**config.mk**
```make
export PLATFORM = sky130hd
export DESIGN_NAME = lhes_wait
export DESIGN_NICKNAME = d
export VERILOG_FILES = /design/src/sv/lhes_pkg.sv /design/src/sv/lhes_wait.sv
export SDC_FILE = /design/constraint.sdc
export NUM_CORES = 2
export LEC_CHECK = 0
export BUFFER_PORTS_ARGS = -buffer_cell sky130_fd_sc_hd__buf_2
export CORE_ASPECT_RATIO = 2
export CORE_MARGIN = 5
export CORE_UTILIZATION = 65
export DETAILED_ROUTE_END_ITERATION = 10
export HOLD_SLACK_MARGIN = 0.02
export PLACE_DENSITY = 0.82
export SYNTH_ARGS = -nofsm -noshare
export SYNTH_HDL_FRONTEND = slang
export SYNTH_SLANG_ARGS = --single-unit
export TNS_END_PERCENT = 1
```
**constraint.sdc**
```tcl
create_clock -name clk_i -period 23.4 [get_ports clk_i]
set_clock_uncertainty 0.05 [all_clocks]
set_input_delay 3.51 -clock clk_i [delete_from_list [all_inputs] [get_ports clk_i]]
set_output_delay 3.51 -clock clk_i [all_outputs]
set_load 0.02 [all_outputs]
```
**src/sv/lhes_pkg.sv**
```systemverilog
// ----------------------------------------------------------------------------
// lhes_pkg
// Shared types and constants of the lattice hopping event step.
// ----------------------------------------------------------------------------
package lhes_pkg;

  localparam int MAX_SITES   = 1024;
  localparam int NUM_SITES   = MAX_SITES + 3;
  localparam int NUM_ENTRIES = 4 * NUM_SITES;
  localparam int TREE_AW     = $clog2(NUM_ENTRIES);
  localparam int TREE_SIZE   = 1 << TREE_AW;
  localparam int SITE_W      = 11;
  localparam int RATE_W      = 32;
  localparam int SUM_W       = 48;
  localparam int WAIT_W      = 40;
  localparam int NUM_REGS    = 6;
  localparam int PADDR_W     = 5;

  localparam logic [RATE_W-1:0] LN2_Q32  = 32'd2977044472;
  localparam logic [WAIT_W-1:0] WAIT_MAX = {WAIT_W{1'b1}};

  localparam logic STATUS_EVENT = 1'b0;
  localparam logic STATUS_NONE  = 1'b1;

  typedef enum logic [1:0] {
    ACT_BIND,
    ACT_UNBIND,
    ACT_HOP,
    ACT_DEACT
  } lhes_act_e;

  typedef struct packed {
    logic [SITE_W-1:0] n;
    logic [RATE_W-1:0] bind_rate;
    logic [RATE_W-1:0] unbind_rate;
    logic [RATE_W-1:0] hop_rate;
    logic [RATE_W-1:0] boosted_rate;
    logic [RATE_W-1:0] deact_rate;
  } lhes_cfg_t;

  typedef struct packed {
    logic              done;
    lhes_act_e         action;
    logic [SITE_W-1:0] site;
  } lhes_evt_t;

endpackage

```
**src/sv/lhes_wait.sv**
```systemverilog
// ----------------------------------------------------------------------------
// lhes_wait
// Wait time unit: -ln(u/2^32) by normalize and square, times 2^8, divided
// by the total rate one quotient bit per cycle, saturated to Q16.24.
// ----------------------------------------------------------------------------
module lhes_wait import lhes_pkg::*; (
  input  logic              clk_i,
  input  logic              rst_ni,
  input  logic              start_i,
  input  logic [31:0]       u_i,
  input  logic [SUM_W-1:0]  total_i,
  output logic              done_o,
  output logic [WAIT_W-1:0] wait_o
);

  localparam int NUM_W = 46;
  localparam int CNT_W = 6;

  typedef enum logic [2:0] {
    W_IDLE, W_NORM, W_SQ, W_LN1, W_LN2, W_DIV, W_DONE
  } state_e;

  state_e             state_q, state_d;
  logic [31:0]        x_q, x_d;
  logic [4:0]         z_q, z_d;
  logic [31:0]        frac_q, frac_d;
  logic [CNT_W-1:0]   cnt_q, cnt_d;
  logic [37:0]        ph_q, ph_d;
  logic [63:0]        pl_q, pl_d;
  logic [NUM_W-1:0]   num_q, num_d;
  logic [NUM_W-1:0]   quo_q, quo_d;
  logic [SUM_W-1:0]   rem_q, rem_d;
  logic [SUM_W-1:0]   den_q, den_d;

  logic [63:0]        sq;
  logic [32:0]        sq_top;
  logic [37:0]        l2;
  logic [37:0]        ln;
  logic [SUM_W:0]     rsh;

  always_comb begin
    state_d = state_q;
    x_d     = x_q;
    z_d     = z_q;
    frac_d  = frac_q;
    cnt_d   = cnt_q;
    ph_d    = ph_q;
    pl_d    = pl_q;
    num_d   = num_q;
    quo_d   = quo_q;
    rem_d   = rem_q;
    den_d   = den_q;
    sq      = 64'(x_q) * 64'(x_q);
    sq_top  = sq[63:31];
    l2      = {6'(z_q) + 6'd1, 32'd0} - 38'(frac_q);
    ln      = ph_q + 38'(pl_q[63:32]);
    rsh     = {rem_q, num_q[NUM_W-1]};
    unique case (state_q)
      W_IDLE: begin
        if (start_i) begin
          x_d     = (u_i == 32'd0) ? 32'd1 : u_i;
          z_d     = 5'd0;
          den_d   = total_i;
          state_d = W_NORM;
        end
      end
      W_NORM: begin
        if (x_q[31]) begin
          cnt_d   = '0;
          frac_d  = '0;
          state_d = W_SQ;
        end else begin
          x_d = {x_q[30:0], 1'b0};
          z_d = z_q + 5'd1;
        end
      end
      W_SQ: begin
        if (sq_top[32]) begin
          x_d    = sq_top[32:1];
          frac_d = {frac_q[30:0], 1'b1};
        end else begin
          x_d    = sq_top[31:0];
          frac_d = {frac_q[30:0], 1'b0};
        end
        cnt_d = cnt_q + 1'b1;
        if (cnt_q == CNT_W'(31)) state_d = W_LN1;
      end
      W_LN1: begin
        ph_d    = 38'(l2[37:32]) * 38'(LN2_Q32);
        pl_d    = 64'(l2[31:0]) * 64'(LN2_Q32);
        state_d = W_LN2;
      end
      W_LN2: begin
        num_d   = {ln, 8'd0};
        rem_d   = '0;
        quo_d   = '0;
        cnt_d   = '0;
        state_d = W_DIV;
      end
      W_DIV: begin
        if (rsh >= {1'b0, den_q}) begin
          rem_d = SUM_W'(rsh - {1'b0, den_q});
          quo_d = {quo_q[NUM_W-2:0], 1'b1};
        end else begin
          rem_d = rsh[SUM_W-1:0];
          quo_d = {quo_q[NUM_W-2:0], 1'b0};
        end
        num_d = {num_q[NUM_W-2:0], 1'b0};
        cnt_d = cnt_q + 1'b1;
        if (cnt_q == CNT_W'(NUM_W - 1)) state_d = W_DONE;
      end
      W_DONE: state_d = W_IDLE;
      default: state_d = W_IDLE;
    endcase
  end

  assign done_o = (state_q == W_DONE);
  assign wait_o = (quo_q > NUM_W'(WAIT_MAX)) ? WAIT_MAX : quo_q[WAIT_W-1:0];

  always_ff @(posedge clk_i or negedge rst_ni) begin
    if (!rst_ni) begin
      state_q <= W_IDLE;
    end else begin
      state_q <= state_d;
    end
  end

  always_ff @(posedge clk_i) begin
    x_q    <= x_d;
    z_q    <= z_d;
    frac_q <= frac_d;
    cnt_q  <= cnt_d;
    ph_q   <= ph_d;
    pl_q   <= pl_d;
    num_q  <= num_d;
    quo_q  <= quo_d;
    rem_q  <= rem_d;
    den_q  <= den_d;
  end

endmodule

```
==> run summary <==
Outcome = complete, but fails checks
Violated checks = design-rule violations
Net count, final = 8775
Buffers inserted by post-CTS timing repair = 0
Startpoint-to-endpoint class of the critical path = flip-flop to flip-flop
#FFs+latches synth = 325
Crit start category = flip-flop
Post-detailed-routing wire length = 195 mm
Ranking of synthesized cells by area = sky130_fd_sc_hd__fa_1, sky130_fd_sc_hd__ha_1, sky130_fd_sc_hd__edfxtp_1
CP Buf/Inv Count = 4
Total global-route track usage = 0.368
Ports placed on the boundary = 124
Die Outline Area = 108000 sq um
Critical path capture point type = flip-flop
Wire per inst = 24.1 um
Total of max-cap violations = 0
RSZ-0062 raised after global routing = false
Max Freq = 86.8 MHz
Total of buffers placed on input and output ports = 123
Synth area leader = sky130_fd_sc_hd__fa_1
First-pass GRT wire length = 297 mm
R2r endpoint = pl_q[63]
Critical-path cell with the highest stage delay = sky130_fd_sc_hd__edfxtp_1
Number of cells on the worst reg-to-reg path = 28
Most numerous cell in the Yosys netlist = sky130_fd_sc_hd__inv_1
Growth of design area from synthesis to finish = 5.04%
Maximum fanout encountered on the critical timing path = 13
Worst setup path startpoint = frac_q[0]
Via Count = 48752
Cell occurring most often along the worst timing path = sky130_fd_sc_hd__fa_1
Starting DRC count in detailed routing = 3313
Via count of the first global-routing pass = 54243
Rel. slew slack = 0.256
Post-DRT Antenna Nets = 0
Dpl hpwl = 159 mm
Core box area = 99900 sq um
Sequential element share of the synthesized area = 0.149
Area of the mapped netlist = 65500 sq um
Height of the chip = 459 um
Most numerous cell types in the synthesized netlist = sky130_fd_sc_hd__inv_1, sky130_fd_sc_hd__fa_1, sky130_fd_sc_hd__ha_1
R2r setup slk = 11.88 ns
Synthesized instance count = 6699
Floorplan die width = 234 um
Worst-Skew Late Latency = 0.59 ns
Number of H-tree levels = 2
Clock buffers created by TritonCTS = 34
Share of async-settable or async-resettable flops after synthesis = 0.00923
CTS tree = yes
Count of flip-flops with a built-in enable after synthesis = 322
Synth warn = 0
Share of post-route cells with drive strength above 1 = 0.0522
Worst Max-Slew Pin Slew = 1.12 ns
Clock slew at reported path FFs = 0.07 ns
Post-synthesis average cell area = 9.77 sq um
Total congestion overflow = 0
Kind of cell adding the most delay to the critical path = adder cells
Setup Viol. Count Final = 0
Largest stage delay, worst path = 0.82 ns
Main synth FF type = sky130_fd_sc_hd__edfxtp_1
Filler cell count in the final layout = 7633
Library cells used by synthesis = 89
Via density = 6.02
Proportion of netlist area held by the largest area contributor = 0.353
Required time worst endpoint = 23.66 ns
Final GP Congestion = 1.09
Fin. max-slew vios = 0
Crit path to = pl_q[63]
Min cycle time layout = 11.52 ns
Post-route clock period utilization = 0.492
Data arrival time of the critical path = 11.79 ns
CTS sink count = 325
Number of search-and-repair iterations in the first detailed-routing pass = 8
Clock root buffer = sky130_fd_sc_hd__clkbuf_16
Post_cts resized = 0
Final-report hold violation count = 0
Maximum number of pins on one net before global-route repair = 110
Hold-fix buffers at CTS = 0
Row cnt = 164
Number of DRC violations after detailed routing = 1
Largest buffer count on any clock path = 3
Worst path depth = 28
Initial core utilization = 0.655
Reg-to-Reg Start = frac_q[0]
Net count after synthesis = 8740
Post-Route Setup TNS = 0 ns
Initial antenna violation count = 9
Type of the most critical hold path = flip-flop to flip-flop
[state kept, by name (all words and copies together), names as in the netlist, 6 cells and up]
register	flops
rem_q	48
x_q	32
frac_q	32
pl_q	32
den_q	48
quo_q	46
num_q	38
ph_q	35
cnt_q	6
[per-stage QoR]
stage,cell area [sq um],setup slack [ns],cells,hold slack [ns],util
5_1_grt,68800,11.48,8087,0.490,0.688
3_5_place_dp,67600,11.95,8025,0.449,0.676
3_3_place_gp,67600,12.07,8025,0.447,0.676
6_report,68800,11.88,8093,0.472,0.688
2_1_floorplan,65500,13.19,6699,0.434,-
4_1_cts,68700,11.91,8086,0.474,0.688
[kinds of logic (layout without fill, tap and decap cells)]
family | Yosys count | after routing | share of synthesized area
AO/OA/AOI/OAI | 829 | 829 | 0.0838
XOR/XNOR | 299 | 299 | 0.0404
adder cells (fa/ha/maj) | 1958 | 1958 | 0.506
buffers and inverters | 1848 | 1908 | 0.106
flip-flops | 325 | 325 | 0.149
multiplexers | 58 | 58 | 0.00891
other | 0 | 6 | 0
AND/OR/NAND/NOR | 1382 | 1382 | 0.105
[final cells by class]
cell class / instances / area [sq um] / area share
Timing Repair Buffer: 203 / 1220 / 0.0177
Multi-Input combinational cell: 4526 / 48800 / 0.710
Antenna cell: 6 / 15.0 / 0.000218
Clock buffer: 41 / 877 / 0.0128
Sequential cell: 325 / 9750 / 0.142
Inverter: 1644 / 6180 / 0.0898
Tap cell: 1328 / 1660 / 0.0242
Clock inverter: 20 / 277 / 0.00402
[layout by cell type (no fill, tap or decap), drive strengths merged, types with 10 or more instances in the layout]
cell type | netlist | routed
edfxtp | 322 | 322
ha | 805 | 805
buf | 19 | 203
clkinv | 5 | 17
a211oi | 32 | 32
mux2i | 56 | 56
and2 | 265 | 265
nor2 | 234 | 234
or2 | 54 | 54
o21a | 23 | 23
xor2 | 141 | 141
or3 | 24 | 24
fa | 1153 | 1153
nand2b | 19 | 19
nor3 | 51 | 51
and3 | 80 | 80
a41o | 10 | 10
nand4 | 40 | 40
xnor2 | 158 | 158
o21ai | 124 | 124
a221o | 21 | 21
o21bai | 39 | 39
a31o | 14 | 14
clkbuf | 185 | 41
nand3 | 79 | 79
inv | 1639 | 1641
a21oi | 257 | 257
a21o | 148 | 148
o211ai | 19 | 19
nor4 | 21 | 21
nand2 | 447 | 447
o31ai | 17 | 17
a31oi | 24 | 24
nor2b | 35 | 35
[how the worst min path moves through the flow]
stage	slack [ns]	start	cells past startpoint	end
finish	0.47	num_q[9]	2	num_q[10]
global route	0.49	pl_q[32]	1	num_q[8]
CTS	0.47	num_q[8]	2	num_q[9]
detailed placement	0.45	num_q[21]	2	num_q[22]
global placement	0.45	num_q[21]	2	num_q[22]
floorplan	0.43	num_q[9]	2	num_q[10]
[worst reg2reg max path, delay by kind of cell, from the launching register on]
kind            cells  cell delay, ns
compound gates      5            1.43
xor+xnor            2            0.29
fa+ha+maj           9            4.53
buf+inv             4            0.86
flops               1            0.82
simple gates        8            3.28
[metal layers]
layer	part of all wire	routed length (um)	GRT usage	up-vias
met4	0.13	25100	0.350	6
li1	-	-	-	21259
met1	0.29	56600	0.349	23911
met2	0.52	101000	0.658	2418
met3	0.064	12500	0.0567	1158
met5	0.00025	49	0	-
Power is left out: the tool's default activity adds up to more than one toggle a clock period on the data nets, which glitch-free logic cannot reach.
